===== src/rtl/egcd_pkg.sv =====
package egcd_pkg;

    // Round a bit count up to whole bytes, for stream tdata widths
    function automatic int pad_to_bytes(input int bits);
        return ((bits + 7) / 8) * 8;
    endfunction

endpackage


===== src/rtl/extended_gcd_bezout.sv =====
// Sequence: the operands are accepted in idle, then each quotient step runs a bit-serial
// restoring division and an update; the result goes out once the output beat is free.
// Throughput: one operand pair at a time; about 46 quotient steps worst case at
// WIDTH=32. The single shared divide step sets this.
// A zero second operand skips the divide loop and finishes with the error flag set.
// Reset (rst_n low, asynchronous) returns the sequencer to idle and drops m_tvalid.
module extended_gcd_bezout
    import egcd_pkg::*;
#(
    parameter int WIDTH = 32
)
(
    input  logic                                   clk,
    input  logic                                   rst_n,
    // s_tdata: first_operand [WIDTH-2:0], second_operand [2*WIDTH-3:WIDTH-1], zero pad
    input  logic                                   s_tvalid,
    output logic                                   s_tready,
    input  logic [pad_to_bytes(2*WIDTH-2)-1:0]     s_tdata,
    // m_tdata: divisor [WIDTH-2:0], first_coef [2*WIDTH-2:WIDTH-1],
    //          second_coef [3*WIDTH-2:2*WIDTH-1], zero pad
    output logic                                   m_tvalid,
    input  logic                                   m_tready,
    output logic [pad_to_bytes(3*WIDTH-1)-1:0]     m_tdata,
    // m_tuser: zero_error
    output logic                                   m_tuser
);

    localparam int OW       = WIDTH - 1;
    localparam int OUT_BITS = pad_to_bytes(3*WIDTH-1);
    localparam int CW       = $clog2(WIDTH - 1);
    localparam logic [CW-1:0] CNT_LAST = CW'(WIDTH - 2);

    typedef enum logic [1:0] {ST_IDLE, ST_DIV, ST_STEP} state_t;

    state_t               state_reg, state_next;
    logic [OW-1:0]        num_reg, num_next;
    logic [OW-1:0]        den_reg, den_next;
    logic [OW-1:0]        rem_reg, rem_next;
    logic [CW-1:0]        cnt_reg, cnt_next;
    logic [WIDTH-1:0]     xa_reg, xa_next, xb_reg, xb_next;
    logic [WIDTH-1:0]     ya_reg, ya_next, yb_reg, yb_next;
    logic [WIDTH-1:0]     accx_reg, accx_next, accy_reg, accy_next;
    logic                 err_reg, err_next;
    logic                 m_tvalid_reg, m_tvalid_next;
    logic [OUT_BITS-1:0]  m_tdata_reg, m_tdata_next;
    logic                 m_tuser_reg, m_tuser_next;

    logic [OW:0]          trial;
    logic [OW:0]          diff;
    logic                 qbit;
    logic                 out_free;
    logic [OW-1:0]        in_a, in_b;

    assign in_a = s_tdata[OW-1:0];
    assign in_b = s_tdata[2*OW-1:OW];

    // Shared divide step: shift in one dividend bit, trial subtract
    assign trial = {rem_reg, num_reg[OW-1]};
    assign diff  = trial - {1'b0, den_reg};
    assign qbit  = (trial >= {1'b0, den_reg});

    assign out_free = !m_tvalid_reg || m_tready;

    // Sequencer next state
    always_comb
    begin
        state_next    = state_reg;
        num_next      = num_reg;
        den_next      = den_reg;
        rem_next      = rem_reg;
        cnt_next      = cnt_reg;
        xa_next       = xa_reg;
        xb_next       = xb_reg;
        ya_next       = ya_reg;
        yb_next       = yb_reg;
        accx_next     = accx_reg;
        accy_next     = accy_reg;
        err_next      = err_reg;
        m_tvalid_next = m_tready ? 1'b0 : m_tvalid_reg;
        m_tdata_next  = m_tdata_reg;
        m_tuser_next  = m_tuser_reg;

        case (state_reg)
            ST_IDLE:
            begin
                if (s_tvalid)
                begin
                    num_next  = in_a;
                    den_next  = in_b;
                    rem_next  = '0;
                    cnt_next  = '0;
                    accx_next = '0;
                    accy_next = '0;
                    xa_next   = WIDTH'(1);
                    ya_next   = '0;
                    xb_next   = '0;
                    if (in_b == '0)
                    begin
                        // nothing to divide by: report zeros with the error flag
                        yb_next    = '0;
                        err_next   = 1'b1;
                        state_next = ST_STEP;
                    end
                    else
                    begin
                        yb_next    = WIDTH'(1);
                        err_next   = 1'b0;
                        state_next = ST_DIV;
                    end
                end
            end

            ST_DIV:
            begin
                // quotient bits come MSB first; Horner-accumulate q*xb and q*yb
                rem_next  = qbit ? diff[OW-1:0] : trial[OW-1:0];
                num_next  = {num_reg[OW-2:0], 1'b0};
                accx_next = {accx_reg[WIDTH-2:0], 1'b0} + (qbit ? xb_reg : '0);
                accy_next = {accy_reg[WIDTH-2:0], 1'b0} + (qbit ? yb_reg : '0);
                cnt_next  = cnt_reg + CW'(1);
                if (cnt_reg == CNT_LAST)
                begin
                    state_next = ST_STEP;
                end
            end

            ST_STEP:
            begin
                if (rem_reg == '0)
                begin
                    if (out_free)
                    begin
                        m_tvalid_next = 1'b1;
                        m_tdata_next  = OUT_BITS'({yb_reg, xb_reg, den_reg});
                        m_tuser_next  = err_reg;
                        state_next    = ST_IDLE;
                    end
                end
                else
                begin
                    // rotate operands and coefficients for the next quotient step
                    num_next   = den_reg;
                    den_next   = rem_reg;
                    rem_next   = '0;
                    cnt_next   = '0;
                    accx_next  = '0;
                    accy_next  = '0;
                    xa_next    = xb_reg;
                    xb_next    = xa_reg - accx_reg;
                    ya_next    = yb_reg;
                    yb_next    = ya_reg - accy_reg;
                    state_next = ST_DIV;
                end
            end

            default:
            begin
                state_next = ST_IDLE;
            end
        endcase
    end

    // State and registered outputs
    always_ff @(posedge clk or negedge rst_n)
    begin
        if (!rst_n)
        begin
            state_reg    <= ST_IDLE;
            m_tvalid_reg <= 1'b0;
            num_reg      <= '0;
            den_reg      <= '0;
            rem_reg      <= '0;
            cnt_reg      <= '0;
            xa_reg       <= '0;
            xb_reg       <= '0;
            ya_reg       <= '0;
            yb_reg       <= '0;
            accx_reg     <= '0;
            accy_reg     <= '0;
            err_reg      <= 1'b0;
            m_tdata_reg  <= '0;
            m_tuser_reg  <= 1'b0;
        end
        else
        begin
            state_reg    <= state_next;
            m_tvalid_reg <= m_tvalid_next;
            num_reg      <= num_next;
            den_reg      <= den_next;
            rem_reg      <= rem_next;
            cnt_reg      <= cnt_next;
            xa_reg       <= xa_next;
            xb_reg       <= xb_next;
            ya_reg       <= ya_next;
            yb_reg       <= yb_next;
            accx_reg     <= accx_next;
            accy_reg     <= accy_next;
            err_reg      <= err_next;
            m_tdata_reg  <= m_tdata_next;
            m_tuser_reg  <= m_tuser_next;
        end
    end

    assign s_tready = (state_reg == ST_IDLE);
    assign m_tvalid = m_tvalid_reg;
    assign m_tdata  = m_tdata_reg;
    assign m_tuser  = m_tuser_reg;

    // Partial remainder always stays below the divisor while dividing
    a_rem_below_den: assert property (@(posedge clk) disable iff (!rst_n)
        state_reg == ST_DIV |-> rem_reg < den_reg)
        else $error("partial remainder not below divisor");

    // A zero second operand skips the divide loop
    a_zero_skips_div: assert property (@(posedge clk) disable iff (!rst_n)
        s_tvalid && s_tready && in_b == '0 |=> state_reg == ST_STEP && err_reg)
        else $error("zero operand did not go straight to result");

    // Error beats carry all-zero payload
    a_err_zero_data: assert property (@(posedge clk) disable iff (!rst_n)
        m_tvalid && m_tuser |-> m_tdata == '0)
        else $error("error beat with nonzero data");

    // A good result never has a zero gcd
    a_gcd_nonzero: assert property (@(posedge clk) disable iff (!rst_n)
        m_tvalid && !m_tuser |-> m_tdata[OW-1:0] != '0)
        else $error("zero gcd without error flag");

endmodule

===== config.mk =====
export PLATFORM = sky130hd
export DESIGN_NAME = extended_gcd_bezout
export DESIGN_NICKNAME = d
export VERILOG_FILES = /design/src/rtl/egcd_pkg.sv /design/src/rtl/extended_gcd_bezout.sv
export SDC_FILE = /design/constraint.sdc
export NUM_CORES = 1
export LEC_CHECK = 0
export BUFFER_PORTS_ARGS = -buffer_cell sky130_fd_sc_hd__buf_2
export CORE_UTILIZATION = 30
export CTS_CLUSTER_SIZE = 8
export DETAILED_ROUTE_END_ITERATION = 6
export HOLD_SLACK_MARGIN = 0.15
export SLEW_MARGIN = 20
export SYNTH_ARGS = -nofsm -noshare
export SYNTH_HDL_FRONTEND = slang
export SYNTH_SLANG_ARGS = --single-unit

===== constraint.sdc =====
create_clock -name clk -period 4.8 [get_ports clk]
set_clock_uncertainty 0.1 [all_clocks]
set_input_delay 0.72 -clock clk [delete_from_list [all_inputs] [get_ports clk]]
set_output_delay 0.72 -clock clk [all_outputs]
set_load 0.1 [all_outputs]

==> results of run 1 <==
==> cell usage after synthesis (28+ instances only) <==
| cell | n | area (µm²) |
|---|---|---|
| a22o_1 | 78 | 683 |
| o21ai_0 | 136 | 681 |
| xor2_1 | 64 | 561 |
| mux2i_1 | 42 | 420 |
| buf_2 | 28 | 140 |
| a21oi_1 | 139 | 696 |
| o21ai_1 | 143 | 716 |
| mux2_2 | 43 | 484 |
| inv_1 | 141 | 529 |
| ha_1 | 159 | 1990 |
| clkbuf_1 | 72 | 270 |
| o22ai_1 | 41 | 257 |
| nor2_1 | 89 | 334 |
| nor2b_1 | 72 | 450 |
| nand2_1 | 310 | 1160 |
| a21o_1 | 59 | 443 |
| a22oi_1 | 31 | 233 |
| nand3_1 | 45 | 225 |
| xnor2_1 | 68 | 596 |
| dfrtp_1 | 390 | 9760 |
==> cell families after synthesis <==
logic type | Yosys count | synth area share, %
buffers and inverters | 264 | 4.49
multiplexers | 107 | 4.92
flip-flops | 390 | 41.6
adder cells (fa/ha/maj) | 164 | 8.91
other | 1 | 0.0160
AND/OR/NAND/NOR | 654 | 13.1
AO/OA/AOI/OAI | 806 | 22.0
XOR/XNOR | 132 | 4.93
==> layout make-up <==
type / count / share of cell area, %
well taps: 1040 / 4.53
clock inverters: 2 / 0.0870
multi-input cells: 1864 / 46.9
diodes: 1 / 0.00870
flip-flops and latches: 390 / 33.9
clock buffers: 64 / 5.05
repair buffers: 326 / 7.67
inverters: 142 / 1.85
==> power groups by stage <==
stage               logic (µW)  clock network [µW]  registers (µW)
global route              7070                3760            4250
floorplan                 3330                   0            5420
global placement          6340                   0            4220
detailed placement        6390                   0            4230
CTS                       6410                3650            4180
finish                    6490                3530            4180
==> per-stage QoR <==
step	setup slack [ps]	util, %	instances	cell area, µm²	hold slack, ps
floorplan	9.00	-	2518	23500	324
global placement	-110	34.1	3739	26300	360
detailed placement	-118	34.1	3739	26300	366
CTS	7.05	36.1	3810	27900	258
global route	-147	37.2	3828	28700	278
finish	29.1	37.2	3829	28700	294
==> tightest hold or removal path, stage by stage <==
cell     delay [ps]
buf_2            70
o21ai_0          60
o21ai_1         110
==> repair_timing <==
item                       in CTS  in global routing
pin swaps                       9                 71
buffers inserted                4                 18
hold endpoints to repair       94                  0
setup endpoints to repair      10                 25
hold buffers                    1                  0
gates resized for setup         9                141
==> final timing paths <==
check                                     to  slack (ps)
worst max-delay path            accx_reg[28]          30
worst min-delay path              num_reg[9]         290
worst max register to register  accx_reg[28]          30
worst min register to register   m_tdata[30]         370
max in group asynchronous          yb_reg[7]        2800
min in group asynchronous        m_tdata[57]         640
==> per-layer routing <==
metal	track usage [%]	part of all wire (%)	vias to the layer above	wire, µm
met4	4.85	2.3	0	1520
met2	27.1	46	289	30900
met3	2.29	3.4	100	2260
met5	0	0	-	0
li1	-	-	9523	-
met1	22.9	48	9388	31800
==> cells in the final DEF, fill, tap and decap left out, types with 15 or more instances in the layout <==
cell type / netlist / routed
o21ai_1: 143 / 142
nand4_1: 19 / 19
o21a_1: 23 / 23
o22ai_1: 41 / 39
nor2_1: 89 / 86
nand2_1: 310 / 304
o21bai_1: 23 / 21
ha_1: 159 / 132
nor4_1: 17 / 16
xnor2_1: 68 / 67
a22oi_1: 31 / 31
ha_4: 0 / 21
nand3_1: 45 / 41
a21oi_1: 139 / 120
nor2b_1: 72 / 52
mux2_1: 22 / 22
o21ai_0: 136 / 127
a21o_1: 59 / 59
inv_1: 141 / 138
nand2b_1: 23 / 22
a31oi_1: 20 / 16
mux2_2: 43 / 43
nor3_1: 22 / 18
buf_4: 5 / 149
xor2_1: 64 / 64
a21oi_2: 1 / 15
mux2i_1: 42 / 42
dfrtp_1: 390 / 390
buf_2: 28 / 162
o31ai_1: 17 / 16
clkbuf_16: 0 / 56
a22o_1: 78 / 78
==> metrics.md, run 1 <==
| Metric | Value |
|---|---|
| Status | `finished with violations` |
| Failing checks | `design-rule violations` |
| Final Hold Viols | `0` |
| Hold path start | `s_tdata[9]` |
| Worst Path Arrival | `5140 ps` |
| Worst-Skew Late Latency | `610 ps` |
| Placer congestion estimate | `0.823` |
| CP max FO | `8` |
| CP peak stage delay | `410 ps` |
| Buffer and inverter count on the worst path | `2` |
| Drt wl/cell | `17.4 µm` |
| Starting Density | `30.3%` |
| Total Neg Setup Slack | `0 ps` |
| Area added between synthesis and finish | `22.6%` |
| Max reg flops | `95` |
| CP startpoint | `den_reg[0]` |
| Num CTS Buffers | `55` |
| Combinational power share | `45.7%` |
| Clock-pin transition on the worst setup and hold timing paths | `50 ps` |
| P_int | `7710 µW` |
| Top_reg_cell synth | `dfrtp_1` |
| Pwr dens | `494 nW/µm²` |
| Leakage | `0.0134 µW` |
| DIE HEIGHT | `282 µm` |
| Final WL | `66.5 mm` |
| Routed vias/inst | `5.04` |
| ANT nets after route | `0` |
| Critical path endpoint category | `flip-flop` |
| Syn Nets | `2750` |
| Clock Path Buffers | `3` |
| Htree depth | `2` |
| Fillers | `7816` |
| Sw frac | `45.7%` |
| First DRT Iteration DRCs | `1036` |
| All-Layer GR Usage | `16.6%` |
| Part of the power in registers | `29.4%` |
| DRT Pass-1 Iters | `6` |
| Final HPWL DP | `46.0 mm` |
| Overall power | `14200 µW` |
| Die Wd | `282 µm` |
| Setup-failing EPs final | `0` |
| Final #Nets | `3011` |
| Port Buffers | `163` |
| Depth of the worst register-to-register path | `21` |
| Hold WC Path Type | `input port to flip-flop` |
| Slew Viols, Final | `0` |
| Pin count of the biggest net entering global routing | `104` |
| Post-synthesis register bit count | `390` |
| Die area | `79300 µm²` |
| Worst slew pin tran | `996 ps` |
| Peak Freq | `210 MHz` |
| Tmin final | `4770 ps` |
| Seq/Total Area, Yosys | `41.6%` |
| Reg area | `9760 µm²` |
| Synthesized cell area | `23400 µm²` |
| R2R Path Start | `den_reg[0]` |
| Final period util | `99.4%` |
| WP data required | `5170 ps` |
| FP Rows | `102` |
| VDD IR-drop max | `0.581 mV` |
| CTS tree | `built` |
| Post-synth EDFFs | `0` |
| GRT overflow | `0` |
| Footprint of the multi-input gates | `13500 µm²` |
| Slowest CP cell | `dfrtp_1` |
| Worst setup SP type | `flip-flop` |
| Synth Instances | `2518` |
| Core Region | `77300 µm²` |
| WP depth | `21` |
| Initial antenna violation count | `1` |
| NetSw | `6490 µW` |
| Worst path cell trace | `ha_4, fa_2, nand2b_4, a21oi_4, o2111ai_2, and3_4, a211o_1, a41o_4, buf_12, buf_12, nor2b_2, ha_4, nand4_1, o22ai_2, nor3_2, nor2_2, a31o_2, a31o_4, a311oi_2, xor2_1, o22ai_1` |
| First-pass GRT wire length | `106 mm` |
| Synth unique cells | `85` |
| Clock root buffer | `clkbuf_16` |
| Ys Warns | `0` |
| Mean Syn Cell Area | `9.31 µm²` |
| Hold depth | `3` |
| Clk pwr share | `24.9%` |
| Vias in the first global route | `19.2k` |
| Family with the most delay on the worst path | `compound AO/OA/AOI/OAI gates` |
| Clk sinks | `390` |
| Async set-reset flop share out of synthesis | `100%` |
| I/O pin count | `167` |
| Maxcap violations | `0` |
| RSZ-0062 raised after global routing | `true` |
| Slew HR | `33.3%` |
| Routed vias | `19.3k` |
| DRC violations left | `2` |
| Share of layout cells above drive strength 1 | `20.8%` |
| Critical setup path kind | `flip-flop to flip-flop` |
No activity file was read; power rests on OpenSTA's default activity.
==> run 2, diff against run 1 <==
CELL_PAD_IN_SITES_DETAIL_PLACEMENT = 0   (was default)
CELL_PAD_IN_SITES_GLOBAL_PLACEMENT = 2   (was default)
PLACE_DENSITY_LB_ADDON = 0.1   (was default)
clock period = 5 ns   (was 4.8 ns; I/O delays follow)
==> run 2 against run 1 <==
Effect of this change: the run now ends clean; fmax decreased by 2.0%; die area unchanged; hold slack improved by 27 ps; sequential cell count unchanged; critical path depth increased by 1; critical endpoint unchanged; largest cell class unchanged; largest power group unchanged.
==> metrics.md, run 2 (synthesis results as in run 1) <==
| Metric | Value |
|---|---|
| Sw frac | `46.1% (+0.40 points)` |
| Clk sinks | `390 (unchanged)` |
| Clock-pin transition on the worst setup and hold timing paths | `50 ps (about the same)` |
| Peak Freq | `206 MHz (-2.0%)` |
| Antenna fix cells | `0 (-1)` |
| NetSw | `6420 µW (-1.0%)` |
| Hold depth | `3 (unchanged)` |
| Hold_ws | `321 ps (+27.3 ps)` |
| Status | `completed` |
| Fillers | `7890 (+0.95%)` |
| Worst slew pin tran | `1020 ps (+28.2 ps)` |
| Vias in the first global route | `20.2k (+5.6%)` |
| Worst Path Arrival | `5230 ps (+90 ps)` |
| Maxcap violations | `0 (unchanged)` |
| Drt wl/cell | `18.9 µm (+8.8%)` |
| Commonest non-fill, non-tap cell in the layout | `dfrtp_1` |
| Leakage | `0.0140 µW (+4.4%)` |
| Family with the most delay on the worst path | `compound AO/OA/AOI/OAI gates` |
| Worst-Skew Late Latency | `610 ps (about the same)` |
| Placement Cell Area | `26900 µm² (+2.2%)` |
| Port Buffers | `163 (unchanged)` |
| Clock root buffer | `clkbuf_16` |
| Pwr dens | `474 nW/µm² (-4.0%)` |
| Routed vias | `19.8k (+2.4%)` |
| First-pass GRT wire length | `117 mm (+11%)` |
| Max reg flops | `95 (unchanged)` |
| Final Hold Viols | `0 (unchanged)` |
| VDD IR-drop max | `0.570 mV (-2.0%)` |
| Setup-failing EPs final | `0 (unchanged)` |
| Initial antenna violation count | `0 (-1)` |
| Starting Density | `30.3% (unchanged)` |
| Placer congestion estimate | `0.804 (-2.3%)` |
| DRT Pass-1 Iters | `5 (-1)` |
| Depth of the worst register-to-register path | `22 (+4.8%)` |
| Combinational power share | `46.3% (+0.6 points)` |
| Worst path cell trace | `ha_4, fa_2, nand2b_4, a21oi_4, o2111ai_4, and3_4, a211o_1, a41o_4, buf_12, nor2b_4, ha_1, a21o_1, a21oi_2, nor3_2, nor3_1, buf_4, nor2_1, a31o_2, a31o_4, a311oi_2, xor2_1, o22ai_1` |
| Final HPWL DP | `52.6 mm (+14%)` |
| Routed vias/inst | `5.02 (-0.38%)` |
| Worst setup SP type | `flip-flop` |
| Clk pwr share | `25.0% (about the same)` |
| WP depth | `22 (+4.8%)` |
| CTS tree | `built` |
| RSZ-0062 raised after global routing | `true` |
| Core Region | `77300 µm² (unchanged)` |
| All-Layer GR Usage | `18.8% (+2.1 points)` |
| Clock Path Buffers | `3 (unchanged)` |
| I/O pin count | `167 (unchanged)` |
| Critical path endpoint category | `flip-flop` |
| Final WL | `74.4 mm (+12%)` |
| Slowest CP cell | `dfrtp_1` |
| Tmin final | `4870 ps (+95.0 ps)` |
| Worst Setup Slack post-DPL | `-440 ps (-322 ps)` |
| DIE HEIGHT | `282 µm (unchanged)` |
| FP Rows | `102 (unchanged)` |
| Critical setup path kind | `flip-flop to flip-flop` |
| CP max FO | `7 (-1)` |
| Most frequent cells in the layout | `dfrtp_1 (390), nand2_1 (306), buf_4 (251)` |
| GRT overflow | `0 (unchanged)` |
| Slew HR | `31.8% (-1.6 points)` |
| Slew Viols, Final | `0 (unchanged)` |
| Design Area, Final | `29400 µm² (+2.2%)` |
| Part of the power in registers | `28.8% (-0.6 points)` |
| Num CTS Buffers | `56 (+1.8%)` |
| R2r setup slk | `130 ps (+100 ps)` |
| Buffer and inverter count on the worst path | `2 (unchanged)` |
| Share of layout cells above drive strength 1 | `22.8% (+2.1 points)` |
| Htree depth | `2 (unchanged)` |
| Pin count of the biggest net entering global routing | `112 (+7.7%)` |
| Final period util | `97.3% (-2.1 points)` |
| Final #Nets | `3117 (+3.5%)` |
| Area added between synthesis and finish | `25.4%` |
| Hold WC Path Type | `input port to flip-flop` |
| CP peak stage delay | `410 ps (about the same)` |
| Die Wd | `282 µm (unchanged)` |
| WP data required | `5370 ps (+200 ps)` |
| Layout Utilization | `38.0% (+0.82 points)` |
| ANT nets after route | `0 (unchanged)` |
| First DRT Iteration DRCs | `963 (-7.0%)` |
| DRC violations left | `0 (-2)` |
| Final WS setup | `134 ps (+105 ps)` |
| P_int | `7510 µW (-2.6%)` |
| Die area | `79300 µm² (unchanged)` |
## run 2: cell types whose count changed in the layout (fill, tap and decap cells not counted), moves of 3 or more
cell      before  now
a21oi_2       15   19
a21oi_4        5    2
buf_12        12    6
buf_4        149  251
buf_6          1    6
clkinv_2       0    3
ha_1         132  146
ha_4          21    9
nor2b_1       52   59
nor2b_2        9    6
nor2b_4       11    7
o21ai_2       10    5
## run 2: worst paths after layout
check / start / to
hold reg to reg: m_tdata[19] / m_tdata[19]
setup reg to reg: den_reg[0] / accx_reg[28]
hold / removal: s_tdata[4] / num_reg[4]
min in group asynchronous: rst_n / num_reg[23]
setup / recovery: den_reg[0] / accx_reg[28]
max in group asynchronous: rst_n / m_tdata[55]
## run 2: layout make-up
class | instances | area (µm²) | area share (%)
multi-input cells | 1864 | 13300 | 45.2
flip-flops and latches | 390 | 9760 | 33.2
repair buffers | 431 | 3000 | 10.2
clock buffers | 64 | 1470 | 5.01
well taps | 1040 | 1300 | 4.43
inverters | 142 | 533 | 1.81
clock inverters | 5 | 32.5 | 0.111
## run 2: per-layer routing
layer  vias to the layer above  global-route usage, %  wire (µm)  part of all wire, %
li1                       9716                      -          -                    -
met1                      9662                   25.5      35000                   47
met2                       301                   31.1      35100                   47
met3                        85                   2.84       2870                  3.9
met4                         0                   4.64       1510                  2.0
met5                         -                      0          0                    0
## run 2: metrics by stage
stage	power [µW]	setup TNS [ps]	instances
floorplan	8400	-2.92	2518
global placement	10400	-4180	3829
detailed placement	10500	-4880	3829
CTS	14200	0	3907
global route	14900	-612	3936
finish	13900	0	3936
## run 2: repair_timing
item | in CTS | in global routing
setup endpoints to repair | 27 | 24
buffers inserted | 7 | 28
endpoints found under the hold margin | 78 | 0
resized for setup | 39 | 91
cloned | 1 | 1
pin swaps | 31 | 60
hold buffers | 1 | 0
## run 2: tightest hold or removal path, stage by stage
cell	delay [ps]
buf_2	70
o21ai_0	60
o21ai_1	110
## run 2: power by group through the flow
stage,clock network (µW),logic [µW],registers (µW)
final,3480,6440,4010
after detailed placement,0,6430,4060
after global placement,0,6400,4040
after CTS,3640,6500,4010
after floorplan,0,3190,5210
after global routing,3740,7080,4080
==> run 3, diff against run 2 <==
BUFFER_PORTS_ARGS = -buffer_cell sky130_fd_sc_hd__buf_4   (was -buffer_cell sky130_fd_sc_hd__buf_2)
==> run 3 against run 2 <==
Effect of this change: clock-buffer cell count shrank 1; cell count shrank 0.51%; hold slack gained 4.3 ps; setup slack lost 43 ps; clock power shrank 1%; combinational power grew 2%; first-iteration DRC count shrank 3.0%; fmax shrank 0.88%; sequential power is essentially flat; critical path depth shrank 2; critical path type unchanged; largest cell class unchanged; largest power group unchanged; highest routed layer unchanged.
==> metrics.md, run 3 (synthesis results as in run 1) <==
| Metric | Value |
|---|---|
| Status | `completed` |
| Worst-Skew Late Latency | `610 ps (about the same)` |
| All-Layer GR Usage | `18.8% (about the same)` |
| R2R Path Start | `den_reg[0]` |
| GRT overflow | `0 (unchanged)` |
| Peak Freq | `204 MHz (-0.88%)` |
| Slowest CP cell | `or4_4` |
| DRT Pass-1 Iters | `5 (unchanged)` |
| Drt wl/cell | `19.0 µm (+0.36%)` |
| Pwr dens | `474 nW/µm² (about the same)` |
| Port Buffers | `163 (unchanged)` |
| Routed vias/inst | `5.00 (-0.41%)` |
| WP data required | `5380 ps (about the same)` |
| VDD IR-drop max | `0.764 mV (+34%)` |
| Worst reg2reg path endpoint | `accy_reg[24]` |
| Leakage | `0.0139 µW (-0.58%)` |
| Num CTS Buffers | `55 (-1.8%)` |
| Final Hold Viols | `0 (unchanged)` |
| DRC violations left | `0 (unchanged)` |
| Depth of the worst register-to-register path | `20 (-9.1%)` |
| Critical setup path kind | `flip-flop to flip-flop` |
| CP most frequent cell | `a21oi_4` |
| Slew Viols, Final | `0 (unchanged)` |
| Commonest non-fill, non-tap cell in the layout | `buf_4` |
| First DRT Iteration DRCs | `934 (-3.0%)` |
| Worst path cell trace | `ha_4, fa_2, nand2b_4, a21oi_4, o2111ai_2, and3_4, a211o_4, a41o_4, nor2b_1, ha_1, a21o_1, a21oi_4, nor4_2, o21ba_2, o21bai_4, a21boi_4, or4_4, a31oi_4, xor2_1, o22ai_1` |
| Critical path endpoint category | `flip-flop` |
| Placer congestion estimate | `0.830 (+3.3%)` |
| Clock Path Buffers | `3 (unchanged)` |
| Worst setup SP type | `flip-flop` |
| Clock-pin transition on the worst setup and hold timing paths | `50 ps (about the same)` |
| CTS tree | `built` |
| ANT nets after route | `0 (unchanged)` |
| Tmin final | `4910 ps (+43.0 ps)` |
| Final HPWL DP | `52.3 mm (-0.61%)` |
| Final WL | `74.3 mm (-0.15%)` |
| Clk sinks | `390 (unchanged)` |
| CP max FO | `6 (-1)` |
| Htree depth | `2 (unchanged)` |
| Maxcap violations | `0 (unchanged)` |
| Hold WC Path Type | `input port to flip-flop` |
| Footprint of the multi-input gates | `13300 µm² (-0.26%)` |
| Starting Density | `30.3% (unchanged)` |
| Buffer and inverter count on the worst path | `0 (-2)` |
| RSZ-0062 raised after global routing | `true` |
| CP peak stage delay | `560 ps (+150 ps)` |
| Initial antenna violation count | `0 (unchanged)` |
| Vias in the first global route | `20.1k (-0.41%)` |
| Setup-failing EPs final | `0 (unchanged)` |
| Layout Cells excl Fill | `3916 (-0.51%)` |
| Area added between synthesis and finish | `26.1%` |
| Max reg flops | `95 (unchanged)` |
| Clock root buffer | `clkbuf_16` |
| Placement Cell Area | `27300 µm² (+1.5%)` |
| Final period util | `98.2% (+0.86 points)` |
| Pin count of the biggest net entering global routing | `123 (+9.8%)` |
| Overall power | `14000 µW (+0.66%)` |
| FP Rows | `102 (unchanged)` |
| Family with the most delay on the worst path | `compound AO/OA/AOI/OAI gates` |
| Core Region | `77300 µm² (unchanged)` |
| First-pass GRT wire length | `117 mm (about the same)` |
| Antenna fix cells | `0 (unchanged)` |
| Hold depth | `3 (unchanged)` |
| Fillers | `7882 (-0.10%)` |
| Slew HR | `36.3% (+4.5 points)` |
| Die Wd | `282 µm (unchanged)` |
| Reg area | `9760 µm² (unchanged)` |
| Worst slew pin tran | `956 ps (-67.9 ps)` |
| Die area | `79300 µm² (unchanged)` |
| Worst Path Arrival | `5290 ps (+60 ps)` |
| Final #Nets | `3100 (-0.55%)` |
| WHS Endpoint | `num_reg[8]` |
| Design Area, Final | `29500 µm² (+0.57%)` |
| Most frequent cells in the layout | `buf_4 (399), dfrtp_1 (390), nand2_1 (306)` |
| R2r setup slk | `90 ps (-40 ps)` |
| DP Cell Count | `3827 (-0.052%)` |
| I/O pin count | `167 (unchanged)` |
| Share of layout cells above drive strength 1 | `22.0% (-0.81 points)` |
| DIE HEIGHT | `282 µm (unchanged)` |
| Hold path start | `s_tdata[8]` |
| Routed vias | `19.6k (-0.92%)` |
run 3: power by group:
part | switching (µW) | internal, µW
sequential | 322 | 3680
clock | 1430 | 2010
combinational | 4650 | 1930
total | 6400 | 7620
run 3: per-stage QoR:
| step | setup slack, ps | setup TNS, ps | hold slack [ps] | utilization [%] |
|---|---|---|---|---|
| after global routing | -111 | -354 | 310 | 38.2 |
| after floorplan | -2.92 | -2.92 | 344 | - |
| after global placement | -308 | -3440 | 370 | 35.3 |
| after detailed placement | -292 | -3420 | 373 | 35.3 |
| final | 91.1 | 0 | 326 | 38.2 |
| after CTS | 13.2 | 0 | 281 | 37.6 |
run 3: worst min-delay path: cells and delay by family:
family / cells / cell delay (ps)
compound gates: 2 / 160
buf+inv: 1 / 70
run 3: how the worst max path moves through the flow:
stage / from / slack, ps / to / cells after the start
2_1_floorplan: den_reg[0] / -3 / accx_reg[28] / 23
3_3_place_gp: den_reg[5] / -310 / accy_reg[27] / 22
3_5_place_dp: den_reg[5] / -290 / accy_reg[27] / 22
4_1_cts: num_reg[30] / 10 / accy_reg[27] / 23
5_1_grt: den_reg[0] / -110 / accy_reg[24] / 21
6_report: den_reg[0] / 90 / accy_reg[24] / 20
run 3: final cells by class:
cell class | instances | area share [%]
multi-input cells | 1865 | 44.9
clock inverters | 2 | 0.0847
repair buffers | 414 | 10.9
well taps | 1040 | 4.40
flip-flops and latches | 390 | 33.0
inverters | 142 | 1.80
clock buffers | 63 | 4.93
run 3: repair_timing:
action | CTS | global route
pin swaps | 22 | 47
resized for setup | 36 | 81
endpoints found under the hold margin | 54 | 0
buffers inserted | 8 | 14
hold buffers | 1 | 0
setup endpoints to repair | 23 | 24
cloned | 1 | 0
run 3: routing by layer:
layer	vias up	GRT usage (%)	share of wire, %
li1	9691	-	-
met1	9516	25.8	48
met2	286	31.1	47
met3	90	2.41	3.2
met4	0	4.68	2.1
met5	-	0	0
